## src/hw/rtl/utc_time_sync_stamper_core_defines.svh

```systemverilog
// Assertion macros shared by the time sync stamper RTL.
`ifndef UTC_TIME_SYNC_STAMPER_CORE_DEFINES_SVH
`define UTC_TIME_SYNC_STAMPER_CORE_DEFINES_SVH

// Same-cycle implication, checked on clk_i, off while rst_ni is low
`define UTCTS_ASSERT_IMP(name, ante, cons, msg) \
  name: assert property (@(posedge clk_i) disable iff (!rst_ni) (ante) |-> (cons)) \
    else $error(msg);

// Next-cycle implication, checked on clk_i, off while rst_ni is low
`define UTCTS_ASSERT_NXT(name, ante, cons, msg) \
  name: assert property (@(posedge clk_i) disable iff (!rst_ni) (ante) |=> (cons)) \
    else $error(msg);

`endif

```

## src/hw/rtl/utcts_pkg.sv

```systemverilog
// Types, constants and the month table of the time sync stamper.
`timescale 1ns / 1ps
package utcts_pkg;

  // Field widths
  localparam int unsigned YEAR_W   = 14;
  localparam int unsigned EPOCH_W  = 38;
  localparam int unsigned TIMER_W  = 63;
  localparam int unsigned VALUE_W  = 64;

  // Shared multiply-add operand widths
  localparam int unsigned MAC_A_W  = 41;
  localparam int unsigned MAC_B_W  = 19;

  // Configuration reset values
  localparam logic [YEAR_W-1:0]  MIN_YEAR_RST  = 14'd2020;
  localparam logic [EPOCH_W-1:0] MIN_EPOCH_RST = 38'd1577836800;

  // Arithmetic constants
  localparam int unsigned US_PER_MS     = 1000;
  localparam int unsigned DAYS_PER_ERA  = 146097;
  localparam int unsigned DAYS_TO_EPOCH = 719468;
  localparam int unsigned SEC_PER_DAY   = 86400;
  localparam int unsigned ERA_RECIP     = 41944;  // ceil(2^24 / 400)
  localparam int unsigned ERA_SHIFT     = 24;

  // Operation codes
  typedef enum logic [1:0] {
    OP_CAL   = 2'd0,
    OP_EPOCH = 2'd1,
    OP_STAMP = 2'd2,
    OP_NONE  = 2'd3
  } utcts_op_e;

  // Configuration register indexes
  typedef enum logic {
    REG_MIN_YEAR  = 1'b0,
    REG_MIN_EPOCH = 1'b1
  } utcts_reg_e;

  typedef struct packed {
    logic [1:0]          opcode;
    logic [YEAR_W-1:0]   year;
    logic [3:0]          month;
    logic [4:0]          day;
    logic [4:0]          hour;
    logic [5:0]          minute;
    logic [5:0]          second;
    logic [EPOCH_W-1:0]  epoch_seconds;
    logic [TIMER_W-1:0]  timer_us;
  } utcts_in_t;

  typedef struct packed {
    logic                       accepted;
    logic                       synced;
    logic signed [VALUE_W-1:0]  value_ms;
  } utcts_out_t;

  // Days from March 1 to the first of the month: (153 * shifted_month + 2) / 5
  function automatic logic [8:0] month_days(input logic [3:0] month);
    logic [8:0] days;
    case (month)
      4'd0:    days = 9'd275;
      4'd1:    days = 9'd306;
      4'd2:    days = 9'd337;
      4'd3:    days = 9'd0;
      4'd4:    days = 9'd31;
      4'd5:    days = 9'd61;
      4'd6:    days = 9'd92;
      4'd7:    days = 9'd122;
      4'd8:    days = 9'd153;
      4'd9:    days = 9'd184;
      4'd10:   days = 9'd214;
      4'd11:   days = 9'd245;
      4'd12:   days = 9'd275;
      4'd13:   days = 9'd306;
      4'd14:   days = 9'd337;
      default: days = 9'd367;
    endcase
    return days;
  endfunction

endpackage

```

## src/hw/rtl/utcts_div1000.sv

```systemverilog
// Divider of the uptime timer by 1000 (microseconds to milliseconds), three chunk steps.
`timescale 1ns / 1ps
module utcts_div1000 (
  input  logic                           clk_i,
  input  logic                           rst_ni,
  input  logic                           start_i,
  input  logic [utcts_pkg::TIMER_W-1:0]  dividend_i,
  output logic                           busy_o,
  output logic [utcts_pkg::TIMER_W-1:0]  quot_o
);
  import utcts_pkg::*;

  // t / 1000 = (t >> 3) / 125; the shifted timer is cut into three 20-bit chunks
  localparam int unsigned X_W         = TIMER_W - 3;
  localparam int unsigned CHUNK_W     = 20;
  localparam int unsigned REM_W       = 7;
  localparam int unsigned V_W         = REM_W + CHUNK_W;
  localparam int unsigned RECIP_W     = 28;
  localparam int unsigned PROD_W      = V_W + RECIP_W;
  localparam int unsigned RECIP_SHIFT = 34;
  localparam logic [RECIP_W-1:0] RECIP_125 = 28'd137438954;  // ceil(2^34 / 125)
  localparam logic [1:0]         LAST_CHUNK = 2'd2;

  logic                 busy_q, busy_d;
  logic [1:0]           cnt_q, cnt_d;
  logic [REM_W-1:0]     rem_q, rem_d;
  logic [X_W-1:0]       x_q, x_d;
  logic [V_W-1:0]       v;
  logic [PROD_W-1:0]    prod;
  logic [CHUNK_W-1:0]   q_chunk;

  // One chunk per cycle, MSB first; quotient chunks shift in as dividend chunks shift out
  always_comb begin
    v       = {rem_q, x_q[X_W-1 -: CHUNK_W]};
    prod    = PROD_W'(v) * PROD_W'(RECIP_125);
    q_chunk = prod[RECIP_SHIFT +: CHUNK_W];
    busy_d  = busy_q;
    cnt_d   = cnt_q;
    rem_d   = rem_q;
    x_d     = x_q;
    if (start_i) begin
      busy_d = 1'b1;
      cnt_d  = '0;
      rem_d  = '0;
      x_d    = dividend_i[TIMER_W-1:3];
    end else if (busy_q) begin
      // remainder is below 128: v - 125*q taken mod 128 is v + 3*q
      rem_d = v[REM_W-1:0] + {q_chunk[REM_W-2:0], 1'b0} + q_chunk[REM_W-1:0];
      x_d   = {x_q[X_W-CHUNK_W-1:0], q_chunk};
      if (cnt_q == LAST_CHUNK) begin
        busy_d = 1'b0;
      end else begin
        cnt_d = cnt_q + 2'd1;
      end
    end
  end

  always_ff @(posedge clk_i or negedge rst_ni) begin
    if (!rst_ni) begin
      busy_q <= 1'b0;
      cnt_q  <= '0;
    end else begin
      busy_q <= busy_d;
      cnt_q  <= cnt_d;
    end
  end

  // Datapath
  always_ff @(posedge clk_i) begin
    rem_q <= rem_d;
    x_q   <= x_d;
  end

  assign busy_o = busy_q;
  assign quot_o = TIMER_W'(x_q);

endmodule

```

## src/hw/rtl/utcts_mac.sv

```systemverilog
// Shared signed multiply-add unit: p = a * b + c + d, modulo 2^64.
`timescale 1ns / 1ps
module utcts_mac (
  input  logic signed [utcts_pkg::MAC_A_W-1:0]  a_i,
  input  logic signed [utcts_pkg::MAC_B_W-1:0]  b_i,
  input  logic signed [utcts_pkg::VALUE_W-1:0]  c_i,
  input  logic signed [utcts_pkg::VALUE_W-1:0]  d_i,
  output logic signed [utcts_pkg::VALUE_W-1:0]  p_o
);
  import utcts_pkg::*;

  localparam int unsigned PROD_W = MAC_A_W + MAC_B_W;

  logic signed [PROD_W-1:0] prod;

  // Product is sign-extended into the 64-bit sum
  assign prod = a_i * b_i;
  assign p_o  = VALUE_W'(prod) + c_i + d_i;

endmodule

```

## src/hw/rtl/utc_time_sync_stamper_core.sv

```systemverilog
// Top level of the UTC time sync stamper: sequencer, state and configuration registers.
`timescale 1ns / 1ps
// Keeps a millisecond offset between the uptime timer and UTC epoch time. An item is
// taken when start is high and busy is low; each item gives exactly one result, shown
// for a single cycle with result_valid_o, and the receiver cannot stall it, so it must
// be captured on that cycle. A rejected sync or the unused opcode answers the cycle
// after start, with busy never raised. An accepted calendar sync holds busy for five
// calendar steps on the one shared multiply-add unit, one wait and one final
// multiply-add step, and strobes its result in the cycle busy drops. Accepted epoch
// syncs and stamps hold busy while the timer is divided by 1000 in three chunk steps,
// then for one wait and the final multiply-add step. A new item may be started in
// the result cycle. Configuration writes are always taken (cfg_ready_o is tied high)
// and should only happen while the block idles.
`include "utc_time_sync_stamper_core_defines.svh"
module utc_time_sync_stamper_core (
  input  logic                             clk_i,
  input  logic                             rst_ni,
  // command channel
  input  logic                             start,
  output logic                             busy,
  input  utcts_pkg::utcts_in_t             item_i,
  // result channel
  output logic                             result_valid_o,
  output utcts_pkg::utcts_out_t            result_o,
  // configuration write channel
  input  logic                             cfg_valid_i,
  output logic                             cfg_ready_o,
  input  logic                             cfg_index_i,
  input  logic [utcts_pkg::EPOCH_W-1:0]    cfg_data_i
);
  import utcts_pkg::*;

  typedef enum logic [2:0] {
    S_IDLE,
    S_HM,
    S_HMS,
    S_YOE,
    S_ERA,
    S_SECS,
    S_WAIT,
    S_FINAL
  } state_e;

  localparam int unsigned HMS_W = 18;

  state_e                     state_q;
  logic [1:0]                 op_q;
  logic signed [14:0]         y_q;
  logic signed [6:0]          era_q;
  logic [8:0]                 yoe_q;
  logic signed [9:0]          doy_q;
  logic [4:0]                 hour_q;
  logic [5:0]                 minute_q;
  logic [5:0]                 second_q;
  logic signed [VALUE_W-1:0]  acc_q;
  logic [HMS_W-1:0]           hms_q;
  logic signed [VALUE_W-1:0]  offset_q;
  logic                       synced_q;
  logic                       res_valid_q;
  utcts_out_t                 res_q;
  logic [YEAR_W-1:0]          min_year_q;
  logic [EPOCH_W-1:0]         min_epoch_q;

  logic                       accept;
  logic                       div_start;
  logic                       div_busy;
  logic [TIMER_W-1:0]         quot;
  logic signed [14:0]         y_in;
  logic [29:0]                era_prod;
  logic signed [6:0]          era_in;
  logic signed [9:0]          doy_in;
  logic signed [15:0]         era_ext;
  logic signed [15:0]         era400;
  logic signed [15:0]         yoe_full;
  logic [1:0]                 yoe_c;
  logic signed [21:0]         c0;
  logic signed [VALUE_W-1:0]  quot_ext;
  logic signed [MAC_A_W-1:0]  mac_a;
  logic signed [MAC_B_W-1:0]  mac_b;
  logic signed [VALUE_W-1:0]  mac_c;
  logic signed [VALUE_W-1:0]  mac_d;
  logic signed [VALUE_W-1:0]  mac_p;

  assign accept      = start && !busy;
  assign busy        = (state_q != S_IDLE);
  assign cfg_ready_o = 1'b1;

  // Calendar prep at accept: shifted year, era by reciprocal multiply, day of year
  always_comb begin
    y_in     = 15'($unsigned(item_i.year)) - 15'((item_i.month <= 4'd2) ? 1 : 0);
    era_prod = 30'($unsigned(y_in[13:0])) * 30'(ERA_RECIP);
    era_in   = y_in[14] ? -7'sd1 : 7'($unsigned(era_prod[29:ERA_SHIFT]));
    doy_in   = 10'(month_days(item_i.month)) + 10'(item_i.day) - 10'd1;
  end

  // Year of era: y - era * 400 by shift-add
  always_comb begin
    era_ext  = 16'(era_q);
    era400   = (era_ext <<< 8) + (era_ext <<< 7) + (era_ext <<< 4);
    yoe_full = 16'(y_q) - era400;
  end

  // Leap-day, day-of-year and epoch-offset terms folded into one addend
  always_comb begin
    if (yoe_q >= 9'd300) begin
      yoe_c = 2'd3;
    end else if (yoe_q >= 9'd200) begin
      yoe_c = 2'd2;
    end else if (yoe_q >= 9'd100) begin
      yoe_c = 2'd1;
    end else begin
      yoe_c = 2'd0;
    end
    c0 = 22'($unsigned(yoe_q[8:2])) - 22'(yoe_c) + 22'(doy_q) - 22'(DAYS_TO_EPOCH);
  end

  assign quot_ext = VALUE_W'(quot);

  // Operand select for the shared multiply-add unit
  always_comb begin
    mac_a = '0;
    mac_b = '0;
    mac_c = '0;
    mac_d = '0;
    case (state_q)
      S_HM: begin
        mac_a = MAC_A_W'(hour_q);
        mac_b = MAC_B_W'(60);
        mac_c = VALUE_W'(minute_q);
      end
      S_HMS: begin
        mac_a = acc_q[MAC_A_W-1:0];
        mac_b = MAC_B_W'(60);
        mac_c = VALUE_W'(second_q);
      end
      S_YOE: begin
        mac_a = MAC_A_W'(yoe_q);
        mac_b = MAC_B_W'(365);
        mac_c = VALUE_W'(c0);
      end
      S_ERA: begin
        mac_a = MAC_A_W'(era_q);
        mac_b = MAC_B_W'(DAYS_PER_ERA);
        mac_c = acc_q;
      end
      S_SECS: begin
        mac_a = acc_q[MAC_A_W-1:0];
        mac_b = MAC_B_W'(SEC_PER_DAY);
        mac_c = VALUE_W'(hms_q);
      end
      S_FINAL: begin
        if (op_q == OP_STAMP) begin
          mac_c = quot_ext;
          mac_d = offset_q;
        end else begin
          mac_a = acc_q[MAC_A_W-1:0];
          mac_b = MAC_B_W'(US_PER_MS);
          mac_c = -quot_ext;
        end
      end
      default: begin
        mac_a = '0;
      end
    endcase
  end

  utcts_mac u_mac (
    .a_i (mac_a),
    .b_i (mac_b),
    .c_i (mac_c),
    .d_i (mac_d),
    .p_o (mac_p)
  );

  // Divider runs for every stamp and for every sync that gets past the range check
  always_comb begin
    div_start = 1'b0;
    if (accept) begin
      case (item_i.opcode)
        OP_CAL:   div_start = (item_i.year >= min_year_q);
        OP_EPOCH: div_start = (item_i.epoch_seconds >= min_epoch_q);
        OP_STAMP: div_start = 1'b1;
        default:  div_start = 1'b0;
      endcase
    end
  end

  utcts_div1000 u_div (
    .clk_i      (clk_i),
    .rst_ni     (rst_ni),
    .start_i    (div_start),
    .dividend_i (item_i.timer_us),
    .busy_o     (div_busy),
    .quot_o     (quot)
  );

  // Sequencer, offset state and result register
  always_ff @(posedge clk_i or negedge rst_ni) begin
    if (!rst_ni) begin
      state_q     <= S_IDLE;
      op_q        <= OP_NONE;
      y_q         <= '0;
      era_q       <= '0;
      yoe_q       <= '0;
      doy_q       <= '0;
      hour_q      <= '0;
      minute_q    <= '0;
      second_q    <= '0;
      acc_q       <= '0;
      hms_q       <= '0;
      offset_q    <= '0;
      synced_q    <= 1'b0;
      res_valid_q <= 1'b0;
      res_q       <= '0;
    end else begin
      res_valid_q <= 1'b0;
      case (state_q)
        S_IDLE: begin
          if (accept) begin
            op_q     <= item_i.opcode;
            y_q      <= y_in;
            era_q    <= era_in;
            doy_q    <= doy_in;
            hour_q   <= item_i.hour;
            minute_q <= item_i.minute;
            second_q <= item_i.second;
            acc_q    <= VALUE_W'(item_i.epoch_seconds);
            if (div_start) begin
              state_q <= (item_i.opcode == OP_CAL) ? S_HM : S_WAIT;
            end else begin
              // rejected sync or unused code: report held state right away
              res_valid_q    <= 1'b1;
              res_q.accepted <= 1'b0;
              res_q.synced   <= synced_q;
              res_q.value_ms <= offset_q;
            end
          end
        end
        S_HM: begin
          acc_q   <= mac_p;
          yoe_q   <= yoe_full[8:0];
          state_q <= S_HMS;
        end
        S_HMS: begin
          acc_q   <= mac_p;
          state_q <= S_YOE;
        end
        S_YOE: begin
          hms_q   <= acc_q[HMS_W-1:0];
          acc_q   <= mac_p;
          state_q <= S_ERA;
        end
        S_ERA: begin
          acc_q   <= mac_p;
          state_q <= S_SECS;
        end
        S_SECS: begin
          acc_q   <= mac_p;
          state_q <= S_WAIT;
        end
        S_WAIT: begin
          if (!div_busy) begin
            state_q <= S_FINAL;
          end
        end
        S_FINAL: begin
          res_valid_q    <= 1'b1;
          res_q.accepted <= 1'b1;
          res_q.value_ms <= mac_p;
          if (op_q == OP_STAMP) begin
            res_q.synced <= synced_q;
          end else begin
            offset_q     <= mac_p;
            synced_q     <= 1'b1;
            res_q.synced <= 1'b1;
          end
          state_q <= S_IDLE;
        end
        default: begin
          state_q <= S_IDLE;
        end
      endcase
    end
  end

  // Configuration registers
  always_ff @(posedge clk_i or negedge rst_ni) begin
    if (!rst_ni) begin
      min_year_q  <= MIN_YEAR_RST;
      min_epoch_q <= MIN_EPOCH_RST;
    end else if (cfg_valid_i && cfg_ready_o) begin
      case (cfg_index_i)
        REG_MIN_YEAR:  min_year_q  <= cfg_data_i[YEAR_W-1:0];
        REG_MIN_EPOCH: min_epoch_q <= cfg_data_i;
        default:       min_year_q  <= min_year_q;
      endcase
    end
  end

  assign result_valid_o = res_valid_q;
  assign result_o       = res_q;

  // Checks
  `UTCTS_ASSERT_IMP(a_result_when_idle, result_valid_o, !busy,
                    "result strobe while the sequencer is busy")
  `UTCTS_ASSERT_NXT(a_accept_progress, start && !busy, busy || result_valid_o,
                    "accepted item neither started work nor answered")
  `UTCTS_ASSERT_IMP(a_final_after_div, state_q == S_FINAL, !div_busy,
                    "final step taken before the millisecond quotient is ready")
  `UTCTS_ASSERT_NXT(a_synced_sticky, synced_q, synced_q,
                    "synced flag dropped without reset")

endmodule

```

## config.mk

```make
export PLATFORM = sky130hd
export DESIGN_NAME = utc_time_sync_stamper_core
export DESIGN_NICKNAME = d
export VERILOG_FILES = /design/src/hw/rtl/utcts_pkg.sv /design/src/hw/rtl/utcts_div1000.sv /design/src/hw/rtl/utcts_mac.sv /design/src/hw/rtl/utc_time_sync_stamper_core.sv
export VERILOG_INCLUDE_DIRS = /design/src /design/src/hw/rtl
export SDC_FILE = /design/constraint.sdc
export NUM_CORES = 2
export LEC_CHECK = 0
export BUFFER_PORTS_ARGS = -buffer_cell sky130_fd_sc_hd__clkbuf_2
export CAP_MARGIN = 5
export CORE_ASPECT_RATIO = 0.7
export CORE_MARGIN = 1
export CORE_UTILIZATION = 45
export CTS_CLUSTER_DIAMETER = 100
export DETAILED_ROUTE_END_ITERATION = 8
export GPL_TIMING_DRIVEN = 0
export PLACE_DENSITY = 0.62
export SLEW_MARGIN = 10
export SYNTH_ARGS = -nofsm -noshare
export SYNTH_HDL_FRONTEND = slang
export SYNTH_SLANG_ARGS = --single-unit
```

## constraint.sdc

```tcl
create_clock -name clk_i -period 13.4 [get_ports clk_i]
set_input_delay 1.34 -clock clk_i [delete_from_list [all_inputs] [get_ports clk_i]]
set_output_delay 1.34 -clock clk_i [all_outputs]
set_load 0.005 [all_outputs]
```

==> summary.md <==
| Metric | Value |
|---|---|
| Pre-Repair DR Iteration Count | `6` |
| Die Area | `140000 um^2` |
| Remaining Overflow, GRT | `0` |
| Post-synth net total | `8640` |
| Layout cells sized above 1 | `0.0776` |
| RSZ-0062 raised after global routing | `false` |
| Launch point of the worst path | `state_q[1]` |
| DR iter-0 viols | `between 5000 and 6000` |
| Asr flop ratio synth | `0.830` |
| CTS tree | `done` |
| Worst EP required | `13.82 ns` |
| First-pass GRT wire length | `354000 um` |
| Clock Sinks | `~400` |
| Layout Area Growth over Synthesis | `8.46%` |
| Routed wire length | `246000 um` |
| Hold Path Stages | `1` |
| Yosys top cell area share | `0.325` |
| Postcts setup bufs | `0` |
| # nets final | `8945` |
| DRC Markers | `0` |
| Gpl congestion | `roughly 1.1` |
| Yosys warnings | `0` |
| Sequential share of the synthesized area | `0.162` |
| Final setup violation count | `0` |
| Cell mode on critical path | `fa_1` |
| Seq cells post-synth | `393` |
| Most common cell in the netlist | `inv_1` |
| Root Driver | `clkbuf_16` |
| Final Max Slew Viols | `0` |
| Crit path launch type | `flop` |
| Setup TNS | `0 ns` |
| Starting Density | `0.453` |
| Min-Delay Path Class | `flop to flop` |
| Avg Cell Area, Syn | `9.40 um^2` |
| Vias in the first global route | `49700` |
| Hold Crit Start | `synced_q` |
| Largest net degree at the start of global routing | `95` |
| Final Critical Period | `12.86 ns` |
| DIE WIDTH | `around 450 um` |
| HPWL after DPL | `215000 um` |
| Endpoints failing hold | `0` |
| Antenna-violating nets left | `0` |
| H-tree depth | `2` |
| Mapped Cells | `between 6000 and 7000` |
| Crit Path Category | `flop to flop` |
| Crit. End Element | `flop` |
| Mean routed wirelength per cell | `roughly 28 um` |
| Core region area | `138000 um^2` |
| Post-CTS Hold Buffers | `0` |
| Most area-hungry cell type in the Yosys netlist | `fa_1` |
| Met1 Usage GRT | `0.559` |
| Max Cap Viol | `0` |
| Slowest CP cell | `buf_1` |
| Critical path peak fanout | `10` |
| Post-route clock skew | `0.0397 ns` |
| Slew headroom | `0.0343` |
| WP depth | `27` |
| Number of library cell types mapped by synthesis | `94` |
| Clock transition at the registers of the reported paths | `around 0.060 ns` |
| Initial antenna violation count | `20` |
| Die height | `~310 um` |
| GRT met2 Usage | `0.446` |
| PortBufs | `247` |
| Most used routing layer | `met1` |
| Post-Route Utilization | `0.492` |
| Outcome | `finished clean` |
| Most instantiated cells after synthesis | `inv_1, fa_1, nand2_1` |
| Row count | `114` |
| CP Data Arrival Time | `between 10 and 15 ns` |
| Worst flop-to-flop path startpoint | `state_q[1]` |
| Top FF cell, synth | `dfrtp_1` |
| Layout fillers | `between 10000 and 15000` |
| Worst path bufs/invs | `8` |
| Worst path top cell family by delay | `adder cells` |
| Vias | `49800` |
| Num CTS Buffers | `45` |
| Worst Reg-to-Reg Cells | `27` |
| Met3 Track Usage GR | `0.128` |
| Syn Std Cell Area | `62500 um^2` |
| CP max stage delay | `1.00 ns` |
| CTS resizes | `0` |
| Fmax | `0.0777 GHz` |
| Synth top area cells | `fa_1, ha_1, dfrtp_1` |
| Via density | `between 5 and 6` |
| Buffer depth of the longest clock path | `3` |
| Clk_lat worst skew | `0.61 ns` |
| Final Cycle Share | `0.960` |
| Worst Max-Slew Pin Slew | `~1.4 ns` |
| Total track usage | `0.355` |
| EDFF count, synth | `60` |
| I/O pin count | `255` |
==> cells in the final DEF (no fill, tap or decap), drive strengths merged, types with 146 or more instances in the layout <==
cell	instances
a21oi	255
clkbuf	491
dfrtp	305
fa	1015
ha	790
inv	1533
nand2	795
nor2	320
o21ai	203
xnor2	146
==> registers in the layout (all words and copies together) (netlist names) <==
name            flops
second_q            6
acc_q              64
u_div.rem_q         7
result_o           66
doy_q              10
y_q                 9
min_year_q         14
op_q                2
offset_q           64
hour_q              5
result_valid_o      1
minute_q            6
yoe_q               9
u_div.x_q          60
state_q             3
hms_q              18
min_epoch_q        38
u_div.cnt_q         2
era_q               7
synced_q            1
u_div.busy_o        1
==> path summary, 6_finish.rpt <==
check	to	slack, ns
worst max-delay path	result_o[63]	0.54
worst max register to register	result_o[63]	0.54
worst min register to register	synced_q	0.47
max in group asynchronous	acc_q[52]	11.38
min in group asynchronous	min_epoch_q[20]	0.73
worst min-delay path	synced_q	0.47
==> cell type report <==
type                       count  area (um^2)  area share
tap                         1856         2320      0.0342
inverter                    1532         5750      0.0848
buffer                       222          868      0.0128
clock inverter                11          145     0.00214
multi-input combinational   4502        45800       0.676
sequential                   393        10100       0.149
timing repair buffer         258         1400      0.0207
clock buffer                  68         1370      0.0201
antenna                        4         10.0    0.000148
==> cell families after synthesis <==
group                    after synthesis  share of synthesized area
flip-flops                           393                      0.162
multiplexers                         129                     0.0231
XOR/XNOR                             200                     0.0282
adder cells (fa/ha/maj)             1805                      0.483
other                                  1                  0.0000600
AND/OR/NAND/NOR                     1468                      0.103
buffers and inverters               1754                      0.106
AO/OA/AOI/OAI                        899                     0.0950
==> metal layers <==
metal  share of wire  vias up
met3            0.14      297
met4           0.030       12
li1                -    21600
met5         0.00030        -
met1            0.47    25200
met2            0.37     2770
==> metrics by stage <==
step	cell area [um^2]	setup slack, ns	hold slack (ns)	instances
3_3_place_gp	66100	0.757	0.433	8752
6_report	67800	0.538	0.468	8846
5_1_grt	67800	0.506	0.486	8843
3_5_place_dp	66300	1.13	0.446	8763
2_1_floorplan	62500	3.68	0.423	6649
4_1_cts	67800	1.11	0.462	8842
Power is left out: the tool's default activity adds up to more than one toggle a clock period on the data nets, which glitch-free logic cannot reach.
